`src/design/spmf_pkg.sv`:
```
package spmf_pkg;

   // Widths of the stream fields, fixed by the interface.
   localparam int PRI_W   = 8;
   localparam int TAG_W   = 6;
   localparam int SIZE_W  = 7;
   localparam int LEVEL_W = 4;

   localparam int REQ_TDATA_W = 16;
   localparam int RSP_TDATA_W = 24;

   // Operation codes carried in req_tuser.
   localparam logic MODE_PUSH = 1'b0;
   localparam logic MODE_POP  = 1'b1;

   typedef enum logic [1:0] {
      ST_IDLE,
      ST_PUSH_LINK,
      ST_POP_LINK
   } state_type;

endpackage

```
`src/design/spmf_ram.sv`:
```
module spmf_ram #(
   parameter int WIDTH = 8,
   parameter int DEPTH = 64
) (
   input  logic                     clock,
   input  logic                     wr_en,
   input  logic [$clog2(DEPTH)-1:0] wr_addr,
   input  logic [WIDTH-1:0]         wr_data,
   input  logic                     rd_en,
   input  logic [$clog2(DEPTH)-1:0] rd_addr,
   output logic [WIDTH-1:0]         rd_data
);

   logic [WIDTH-1:0] mem_ff [DEPTH];
   logic [WIDTH-1:0] rd_data_ff;

   always_ff @(posedge clock) begin
      if (wr_en) begin
         mem_ff[wr_addr] <= wr_data;
      end
      if (rd_en) begin
         rd_data_ff <= mem_ff[rd_addr];
      end
   end

   assign rd_data = rd_data_ff;

endmodule

```
`src/design/strict_priority_multi_fifo_core.sv`:
```
// Strict-priority queue of linked FIFOs, one per level, with a per-tag link RAM.
// The result item is loaded into the output register on acceptance and shows in the cycle after.
// A successful pop, or a push onto a non-empty level, passes through a link state (link RAM
// read on a pop, its single write port on a push) before the next item is taken; any other item needs no extra state.
// Reset (synchronous, active high) empties all levels and the count; no clearing pass.
module strict_priority_multi_fifo_core #(
   parameter int NUM_LEVELS  = 9,
   parameter int NUM_TAGS    = 64,
   parameter int PRI_LOWEST  = -4,
   parameter int PRI_HIGHEST = 4
) (
   input  logic                                clock,
   input  logic                                reset,
   input  logic                                req_tvalid,
   output logic                                req_tready,
   // priority_req [7:0], item_tag [13:8], zero [15:14]
   input  logic [spmf_pkg::REQ_TDATA_W-1:0]    req_tdata,
   // mode [0]
   input  logic [0:0]                          req_tuser,
   output logic                                rsp_tvalid,
   input  logic                                rsp_tready,
   // out_tag [5:0], size_before [12:6], level_used [16:13], zero [23:17]
   output logic [spmf_pkg::RSP_TDATA_W-1:0]    rsp_tdata,
   // out_valid [0]
   output logic [0:0]                          rsp_tuser
);

   localparam int TW    = $clog2(NUM_TAGS);
   localparam int LW    = $clog2(NUM_LEVELS);
   localparam int CW    = $clog2(NUM_TAGS + 1);
   localparam int LINKW = TW + 1;

   localparam logic signed [9:0] PRI_LO_S  = 10'(PRI_LOWEST);
   localparam logic signed [9:0] PRI_HI_S  = 10'(PRI_HIGHEST);
   localparam logic signed [9:0] LVL_MAX_S = 10'(NUM_LEVELS - 1);
   localparam logic [CW-1:0]     FULL_CNT  = CW'(NUM_TAGS);

   // Control state.
   spmf_pkg::state_type state_ff, state_in;
   logic [CW-1:0]         count_ff, count_in;
   logic [NUM_LEVELS-1:0] nonempty_ff, nonempty_in;
   logic                  rsp_valid_ff, rsp_valid_in;

   // Per-level head and tail pointers. Only read where the level is non-empty,
   // so they need no reset.
   logic [TW-1:0] head_ff [NUM_LEVELS];
   logic [TW-1:0] head_in [NUM_LEVELS];
   logic [TW-1:0] tail_ff [NUM_LEVELS];
   logic [TW-1:0] tail_in [NUM_LEVELS];

   // Context carried into the link state of an item.
   logic [LW-1:0] op_lvl_ff, op_lvl_in;
   logic [TW-1:0] link_tag_ff, link_tag_in;
   logic [TW-1:0] old_tail_ff, old_tail_in;

   // Output register.
   logic [spmf_pkg::TAG_W-1:0]   rsp_tag_ff, rsp_tag_in;
   logic                         rsp_hit_ff, rsp_hit_in;
   logic [spmf_pkg::SIZE_W-1:0]  rsp_size_ff, rsp_size_in;
   logic [spmf_pkg::LEVEL_W-1:0] rsp_lvl_ff, rsp_lvl_in;

   // Link RAM: {link_valid, next_link} per tag.
   logic             ram_wr_en;
   logic [TW-1:0]    ram_wr_addr;
   logic [LINKW-1:0] ram_wr_data;
   logic             ram_rd_en;
   logic [TW-1:0]    ram_rd_addr;
   logic [LINKW-1:0] ram_rd_data;

   // Decoded request.
   logic                              req_mode;
   logic signed [spmf_pkg::PRI_W-1:0] req_pri;
   logic [spmf_pkg::TAG_W-1:0]        req_tag;
   logic                              accept;

   logic signed [9:0] pri_ext, pri_clamp, lvl_s;
   logic [LW-1:0]     push_lvl;
   logic [16:0]       tag_acc;
   logic [TW-1:0]     push_tag;
   logic [LW-1:0]     pop_lvl;
   logic              pop_found;

   assign req_mode = req_tuser[0];
   assign req_pri  = signed'(req_tdata[7:0]);
   assign req_tag  = req_tdata[13:8];

   // A new item is taken only between items, and only when the output
   // register is free or is being emptied in this cycle.
   assign req_tready = (state_ff == spmf_pkg::ST_IDLE) && (!rsp_valid_ff || rsp_tready);
   assign accept     = req_tvalid && req_tready;

   // Clamp the raw priority into the level range and bias it to a level index.
   always_comb begin
      pri_ext = {{2{req_pri[spmf_pkg::PRI_W-1]}}, req_pri};
      if (pri_ext < PRI_LO_S) begin
         pri_clamp = PRI_LO_S;
      end else if (pri_ext > PRI_HI_S) begin
         pri_clamp = PRI_HI_S;
      end else begin
         pri_clamp = pri_ext;
      end
      lvl_s = pri_clamp - PRI_LO_S;
      if (lvl_s > LVL_MAX_S) begin
         lvl_s = LVL_MAX_S;
      end
      push_lvl = lvl_s[LW-1:0];
   end

   // Reduce the tag modulo the tag count by conditional subtraction of
   // shifted multiples, largest first.
   always_comb begin
      tag_acc = 17'(req_tag);
      for (int k = 5; k >= 0; k--) begin
         if (tag_acc >= (17'(NUM_TAGS) << k)) begin
            tag_acc = tag_acc - (17'(NUM_TAGS) << k);
         end
      end
      push_tag = tag_acc[TW-1:0];
   end

   // Highest non-empty level; later matches override earlier ones.
   always_comb begin
      pop_lvl   = '0;
      pop_found = |nonempty_ff;
      for (int i = 0; i < NUM_LEVELS; i++) begin
         if (nonempty_ff[i]) begin
            pop_lvl = LW'(i);
         end
      end
   end

   // Next-state logic.
   always_comb begin
      state_in = state_ff;
      unique case (state_ff)
         spmf_pkg::ST_IDLE: begin
            if (accept) begin
               if (req_mode == spmf_pkg::MODE_PUSH) begin
                  if ((count_ff != FULL_CNT) && nonempty_ff[push_lvl]) begin
                     state_in = spmf_pkg::ST_PUSH_LINK;
                  end
               end else if ((count_ff != '0) && pop_found) begin
                  state_in = spmf_pkg::ST_POP_LINK;
               end
            end
         end
         spmf_pkg::ST_PUSH_LINK: begin
            state_in = spmf_pkg::ST_IDLE;
         end
         spmf_pkg::ST_POP_LINK: begin
            state_in = spmf_pkg::ST_IDLE;
         end
         default: begin
            state_in = spmf_pkg::ST_IDLE;
         end
      endcase
   end

   // Datapath and RAM control.
   always_comb begin
      count_in     = count_ff;
      nonempty_in  = nonempty_ff;
      head_in      = head_ff;
      tail_in      = tail_ff;
      op_lvl_in    = op_lvl_ff;
      link_tag_in  = link_tag_ff;
      old_tail_in  = old_tail_ff;
      rsp_valid_in = rsp_valid_ff && !rsp_tready;
      rsp_tag_in   = rsp_tag_ff;
      rsp_hit_in   = rsp_hit_ff;
      rsp_size_in  = rsp_size_ff;
      rsp_lvl_in   = rsp_lvl_ff;
      ram_wr_en    = 1'b0;
      ram_wr_addr  = push_tag;
      ram_wr_data  = '0;
      ram_rd_en    = 1'b0;
      ram_rd_addr  = head_ff[pop_lvl];

      unique case (state_ff)
         spmf_pkg::ST_IDLE: begin
            if (accept) begin
               // The result is fully known at acceptance.
               rsp_valid_in = 1'b1;
               rsp_size_in  = spmf_pkg::SIZE_W'(count_ff);
               rsp_tag_in   = '0;
               rsp_hit_in   = 1'b0;
               rsp_lvl_in   = '0;
               if (req_mode == spmf_pkg::MODE_PUSH) begin
                  rsp_lvl_in = spmf_pkg::LEVEL_W'(push_lvl);
                  if (count_ff != FULL_CNT) begin
                     // The pushed tag becomes a tail: its link is cleared first,
                     // so a re-pushed tail still ends up linked to itself.
                     ram_wr_en   = 1'b1;
                     ram_wr_addr = push_tag;
                     ram_wr_data = '0;
                     count_in    = count_ff + CW'(1);
                     if (nonempty_ff[push_lvl]) begin
                        old_tail_in       = tail_ff[push_lvl];
                        link_tag_in       = push_tag;
                        tail_in[push_lvl] = push_tag;
                     end else begin
                        head_in[push_lvl]     = push_tag;
                        tail_in[push_lvl]     = push_tag;
                        nonempty_in[push_lvl] = 1'b1;
                     end
                  end
               end else if (count_ff != '0) begin
                  if (pop_found) begin
                     rsp_tag_in  = spmf_pkg::TAG_W'(head_ff[pop_lvl]);
                     rsp_hit_in  = 1'b1;
                     rsp_lvl_in  = spmf_pkg::LEVEL_W'(pop_lvl);
                     ram_rd_en   = 1'b1;
                     ram_rd_addr = head_ff[pop_lvl];
                     op_lvl_in   = pop_lvl;
                     count_in    = count_ff - CW'(1);
                  end else begin
                     // A count with no list behind it can only follow a
                     // duplicate push; the pop drops it.
                     count_in = '0;
                  end
               end
            end
         end
         spmf_pkg::ST_PUSH_LINK: begin
            ram_wr_en   = 1'b1;
            ram_wr_addr = old_tail_ff;
            ram_wr_data = {1'b1, link_tag_ff};
         end
         spmf_pkg::ST_POP_LINK: begin
            // The link of the removed head is back from the RAM.
            if (ram_rd_data[TW]) begin
               head_in[op_lvl_ff] = ram_rd_data[TW-1:0];
            end else begin
               nonempty_in[op_lvl_ff] = 1'b0;
            end
         end
         default: begin
         end
      endcase
   end

   always_ff @(posedge clock) begin
      if (reset) begin
         state_ff     <= spmf_pkg::ST_IDLE;
         count_ff     <= '0;
         nonempty_ff  <= '0;
         rsp_valid_ff <= 1'b0;
      end else begin
         state_ff     <= state_in;
         count_ff     <= count_in;
         nonempty_ff  <= nonempty_in;
         rsp_valid_ff <= rsp_valid_in;
      end
   end

   always_ff @(posedge clock) begin
      head_ff     <= head_in;
      tail_ff     <= tail_in;
      op_lvl_ff   <= op_lvl_in;
      link_tag_ff <= link_tag_in;
      old_tail_ff <= old_tail_in;
      rsp_tag_ff  <= rsp_tag_in;
      rsp_hit_ff  <= rsp_hit_in;
      rsp_size_ff <= rsp_size_in;
      rsp_lvl_ff  <= rsp_lvl_in;
   end

   spmf_ram #(
      .WIDTH(LINKW),
      .DEPTH(NUM_TAGS)
   ) link_ram (
      .clock  (clock),
      .wr_en  (ram_wr_en),
      .wr_addr(ram_wr_addr),
      .wr_data(ram_wr_data),
      .rd_en  (ram_rd_en),
      .rd_addr(ram_rd_addr),
      .rd_data(ram_rd_data)
   );

   assign rsp_tvalid   = rsp_valid_ff;
   assign rsp_tdata    = {7'b0, rsp_lvl_ff, rsp_size_ff, rsp_tag_ff};
   assign rsp_tuser[0] = rsp_hit_ff;

endmodule
```
`config.mk`:
```
export PLATFORM = sky130hd
export DESIGN_NAME = strict_priority_multi_fifo_core
export DESIGN_NICKNAME = d
export VERILOG_FILES = /design/src/design/spmf_pkg.sv /design/src/design/spmf_ram.sv /design/src/design/strict_priority_multi_fifo_core.sv
export SDC_FILE = /design/constraint.sdc
export NUM_CORES = 1
export LEC_CHECK = 0
export ABC_CLOCK_PERIOD_IN_PS = 6200
export BUFFER_PORTS_ARGS = -buffer_cell sky130_fd_sc_hd__buf_2
export CAP_MARGIN = 20
export CORE_ASPECT_RATIO = 1.5
export CORE_UTILIZATION = 30
export DETAILED_ROUTE_END_ITERATION = 7
export SETUP_SLACK_MARGIN = 0.05
export SYNTH_ARGS = -nofsm -noshare
export SYNTH_HDL_FRONTEND = slang
export SYNTH_SLANG_ARGS = --single-unit
```
`constraint.sdc`:
```
create_clock -name clock -period 6.2 [get_ports clock]
set_clock_uncertainty 0.15 [all_clocks]
set_input_delay 0.31 -clock clock [delete_from_list [all_inputs] [get_ports clock]]
set_output_delay 0.31 -clock clock [all_outputs]
set_load 0.1 [all_outputs]
```
# After elaboration in Yosys (flattened, before gate mapping)
# Memory sizes are Yosys's and may differ from the RTL's. A register that Yosys moved wholly into a read port is not among the register bits.
# Cells that the tools add are included.
# word_totals
ff_bits,161
elab_cells,159
memories,1
mem_bits_rw,448
inputBits,21
out_inout_bits,27
# classes
eq_ne,11
reduce_logical,28
n_bitwise,8
add_sub_neg,3
n_lt_le_gt_ge,12
muxes,67
# memory_table
memory,words,width,read_ports,rd_clocked_by_memory_dff,wr,line,text
link_ram.mem_ff,64,7,1,1,1,spmf_ram.sv:14,logic [WIDTH-1:0] mem_ff [DEPTH];
# op_table
operator,n
$mux 54,5
$bwmux 54,3
$pmux 54 s2,1
$bmux 6 s4,2
$demux 6 s4,2
$mux 9,5
$mux 4,11
$mux 6,7
$mux 7,5
$mux 10,2
$pmux 9 s2,1
$mux 1,16
$ge 5x5->1 const B,3
$not 4->5,3
$reduce_and 6->1,2
$gt 10x5->1 const B,1
$lt 4x5->1 const B,2
$lt 5x1->1 const B,2
$reduce_and 5->1,2
$sub 10x3->10 const B,1
$and 9x9->9,1
$logic_and 1x1->1,9
$not 9->9,1
$or 9x9->9,1
25 further kinds,41

# Depth between registers and ports, before layout
# logic_depth
word_depth,17
mapped_depth,18
ltp_nobuf,14

# By module
# A second synthesis with hierarchy kept.
# unflattened
cells_unflattened,1543
area_unflattened_um2,25558.3
# modules_own_cells
mod,cells_per_inst,n_inst,area_per_inst_um2
spmf_ram,837,1,17743.3
strict_priority_multi_fifo_core,706,1,7815.0

# Worst setup path after synthesis
# OpenSTA, ideal clock, no wires.
# synth_timing
path_type,register -> register
start,"register rsp_valid_ff, in the netlist rsp_tvalid"
end,register head_ff[42] (netlist name) (enable)
path_buffers,1
path_stages_with_launch,11
setup_ps,363
setup_slack_ps,615
period_less_slack_ps,5585
required_ps,5687
t_arrival_ps,5072
cell_sequence,dfxtp_1 nor2b_1 nor3_1 nand2_1 inv_1 nand3_1 inv_1 and2_1 buf_2 o21bai_2 a21oi_1
# synth_between
elab_chain_len,6
# synth_lines
element,line,text
from (decl),strict_priority_multi_fifo_core.sv:42,"logic rsp_valid_ff, rsp_valid_in;"
from (signal assigned),strict_priority_multi_fifo_core.sv:252,rsp_valid_ff <= rsp_valid_in;
$logic_not 1->1,strict_priority_multi_fifo_core.sv:89,assign req_tready = (state_ff == spmf_pkg::ST_IDLE) && (!rsp_valid_ff || rsp_tready);
$logic_or 1x1->1,strict_priority_multi_fifo_core.sv:89,
$logic_and 1x1->1,strict_priority_multi_fifo_core.sv:89,
named net req_tready,strict_priority_multi_fifo_core.sv:15,"output logic req_tready,"
$logic_and 1x1->1,strict_priority_multi_fifo_core.sv:90,assign accept = req_tvalid && req_tready;
$ne 2x2->1 (no source line),-,
$reduce_and 6->1 (no source line),-,
to (signal assigned),strict_priority_multi_fifo_core.sv:257,head_ff <= head_in;
to (decl),strict_priority_multi_fifo_core.sv:46,logic [TW-1:0] head_ff [NUM_LEVELS];
# The timed path passes the listed nets, and every way through them passes these cells.
# A chain may end at the register's enable or synchronous reset.

# Final worst setup path
# layout_timing
start,register nonempty_ff[6]
end,"register link_ram.rd_data_ff[6], in the netlist link_ram.rd_data[6], read port of link_ram.mem_ff, data pin"
# layout_between
elab_chain_len,7
elab_cells_between_ends,13
classes_between,mux (11); bitwise (1); reduce/logical (1)
# layout_lines
element,line,text
from (decl),strict_priority_multi_fifo_core.sv:41,"logic [NUM_LEVELS-1:0] nonempty_ff, nonempty_in;"
from (signal assigned),strict_priority_multi_fifo_core.sv:251,nonempty_ff <= nonempty_in;
$mux 4 (3 in series),strict_priority_multi_fifo_core.sv:126,if (nonempty_ff[i]) begin
$not 4->5 (implied by the code),"strict_priority_multi_fifo_core.sv:177, strict_priority_multi_fifo_core.sv:213",
$bmux 6 s4,"strict_priority_multi_fifo_core.sv:177, strict_priority_multi_fifo_core.sv:213",
$mux 6 (implied by the code) (2 in series),"strict_priority_multi_fifo_core.sv:177, strict_priority_multi_fifo_core.sv:213",
to (decl),spmf_ram.sv:15,logic [WIDTH-1:0] rd_data_ff;
# Parallel ways exist; a longest one is shown, timed or not. The select of a mux whose other input is x is not followed.

==> flow_summary.yaml <==
detailed_routing:
  drc: 0
  ant_nets: 0
  via_per_inst: 5.24
  dr.pass1.iters: 6
  wl_um: 68600
  drtIter0Drc: 1681
  wire_per_inst_um: 21.2
  vias: 16971
sta:
  timing.setup.tns_ps: 0
  rsz0062_at_grt: "false"
  maxSlewViolCount: 0
  min_period_ps: 4650
  fin_crit_sh: 0.750
  setup_viol: 0
  max_freq_mhz: 215
  hold_viol: 0
  worst_slew_pin_slew_ps: 950
  relSlewSlack: 0.364
die:
  die_area_um2: 87100
  start_util: 0.303
  die-width_um: 241
  rows: 131
  die_height_um: 361
  io_pins: 48
  core-area_um2: 85100
finish:
  drive_gt1_frac: 0.0935
  layout_commonest_cell: "edfxtp_1"
  num_antenna_cells: 0
  nFillCells: 8285
  final_nets: 2087
  stdcell_area_um2: 28900
  layout_common_cells: "597 x edfxtp_1, 464 x nand2_1, 177 x nand3_1"
  final-instance-count-excl-fill: 3237
  finish.utilization: 0.340
  syn2layout_area_growth_pct: 12.2
logic_synthesis:
  ys_ff_latch: 616
  synthArstFlopShare: 0
  yosys.area.top_type: "edfxtp_1"
  yosysUniqueCellTypes: 71
  synth_top_cell_area_share: 0.696
  synthCells: 2043
  synth_flop_cell: "edfxtp_1"
  synth_area_leaders: "edfxtp_1 70%, nand2_1 6.8%, nand3_1 3.4%, a32oi_1 3.1%, nor2_1 2.1%"
  ys_seq_area_frac: 0.710
  avgSynthCellArea_um2: 12.6
  synthesis.area_um2: 25800
  yosysWarnings: 0
  synth_edf_count: 597
setup_path:
  critPathBufInv: 2
  crit_required_ps: 6430
  path_max_fanout: 52
  critPathArrivalTime_ps: 4880
  criticalPathCategory: "flop to flop"
  critPathTopFamily: "compound AO/OA/AOI/OAI gates"
  cp_slowest_stage_delay_ps: 720
  cp-end-kind: "flop"
  startpoint_type: "flop"
  crit_slowest_cell: "o311a_4"
  path_cells: "nand2b_1 -> nand2_2 -> a211oi_1 -> o311a_4 -> buf_4 -> buf_4 -> a32oi_1 -> nand2_1 -> nand4_1 -> and4_1"
  crit_top_cell: "buf_4"
global_route:
  antenna_found_initial: 0
  met3_usage: 0.0194
  grt_max_degree: 82
  grt_first_pass_wirelength_um: 103000
  grt.busiest_layer: "met2"
  grt_overflow: 0
  grt_pass1_vias: 16611
  use_met1: 0.178
  grt_usage: 0.156
  use_met2: 0.283
worst_hold_path:
  hold_path.class: "primary input to flop"
placement:
  portBuffers: 38
  dp_hpwl_um: 44900
  place_area_um2: 27100
  place.gp.congestion: 0.934
  dp_cells: 3124
clock_network:
  clkLatencyLatePin_ps: 620
  cts_setup_buffers: 0
  clockBufferDepth: 3
  cts_max_level: 2
  cts_tree: "built"
  cts-root-buf: "clkbuf_16"
  numClockSinks: 616
  path_clk_slew_ps: 70
  cts_buffers: 55
power:
  power_density_nw_per_um2: 297
  p_leak_nw: 8.87
  ir_drop_v: 0.000246
  p_total_w: 0.00858
run_status:
  status: "finished clean"
job:
  drv_cap: 0
sequential cells by signal, summed over array words and instances, names as in the netlist, 2 cells and up:
signal            count
link_ram.mem_ff     448
link_tag_ff           6
rsp_tag_ff            6
rsp_size_ff           7
link_ram.rd_data      7
head_ff              54
tail_ff              54
op_lvl_ff             4
nonempty_ff           9
rsp_lvl_ff            4
state_ff              2
old_tail_ff           6
count_ff              7
timing repair:
| item | in CTS | in global routing |
|---|---|---|
| hold endpoints to repair | 79 | 0 |
| hold buffers | 9 | 0 |
| gates resized for setup | 0 | 0 |
| setup endpoints to repair | 0 | 0 |
report_power, final:
part | switching [W] | internal (W)
clock network | 0.00151 | 0.00180
logic | 0.000518 | 0.000190
registers | 0.0000155 | 0.00455
total | 0.00205 | 0.00654
cell type report:
cell class	instances	area, µm²	share of cell area
flip-flops and latches	616	18300	0.633
clock inverters	40	315	0.0109
inverters	16	60.1	0.00208
multi-input cells	1289	6810	0.236
well taps	1130	1410	0.0489
repair buffers	83	601	0.0208
clock buffers	63	1410	0.0486
worst reg2reg max path, stage by stage, from the launching register on:
cell and delay (ps):
dfxtp_1 680, nand2b_1 510, nand2_2 200, a211oi_1 580
o311a_4 720, buf_4 480, buf_4 340, a32oi_1 160
nand2_1 120, nand4_1 190, and4_1 290
kinds of logic after synthesis:
group / Yosys count / share of synthesized area
AO/OA/AOI/OAI: 358 / 0.0977
AND/OR/NAND/NOR: 893 / 0.150
buffers and inverters: 144 / 0.0284
adder cells (fa/ha/maj): 5 / 0.00243
XOR/XNOR: 1 / 0.000340
multiplexers: 25 / 0.0103
flip-flops: 616 / 0.710
other: 1 / 0.000146
path summary, 6_finish.rpt:
path             startpoint                  end  slack (ps)  cells after the start
max          nonempty_ff[6]  link_ram.rd_data[6]        1550                     10
min            req_tdata[0]        rsp_lvl_ff[0]          90                      3
max reg2reg  nonempty_ff[6]  link_ram.rd_data[6]        1550                     10
min reg2reg     count_ff[6]       rsp_size_ff[6]         400                      0
stage by stage:
| stage | worst slack, ps | hold slack [ps] |
|---|---|---|
| 2_1_floorplan | 615 | 259 |
| 3_3_place_gp | 1370 | 380 |
| 3_5_place_dp | 1250 | 378 |
| 4_1_cts | 1560 | 41.5 |
| 5_1_grt | 1370 | 104 |
| 6_report | 1550 | 89.1 |
cell usage after synthesis, types with 16 or more instances:
| library cell | number |
|---|---|
| a21oi_1 | 105 |
| a32oi_1 | 90 |
| buf_2 | 46 |
| buf_4 | 16 |
| clkbuf_1 | 50 |
| dfxtp_1 | 19 |
| edfxtp_1 | 597 |
| nand2_1 | 464 |
| nand3_1 | 177 |
| nor2_1 | 147 |
| o21ai_0 | 23 |
| o22ai_1 | 43 |
routing by layer:
metal	up-vias	share of wire
li1	7710	-
met3	147	0.053
met4	0	0.051
met5	-	0
met1	8438	0.37
met2	676	0.53
Power figures use the tool's default switching activity.
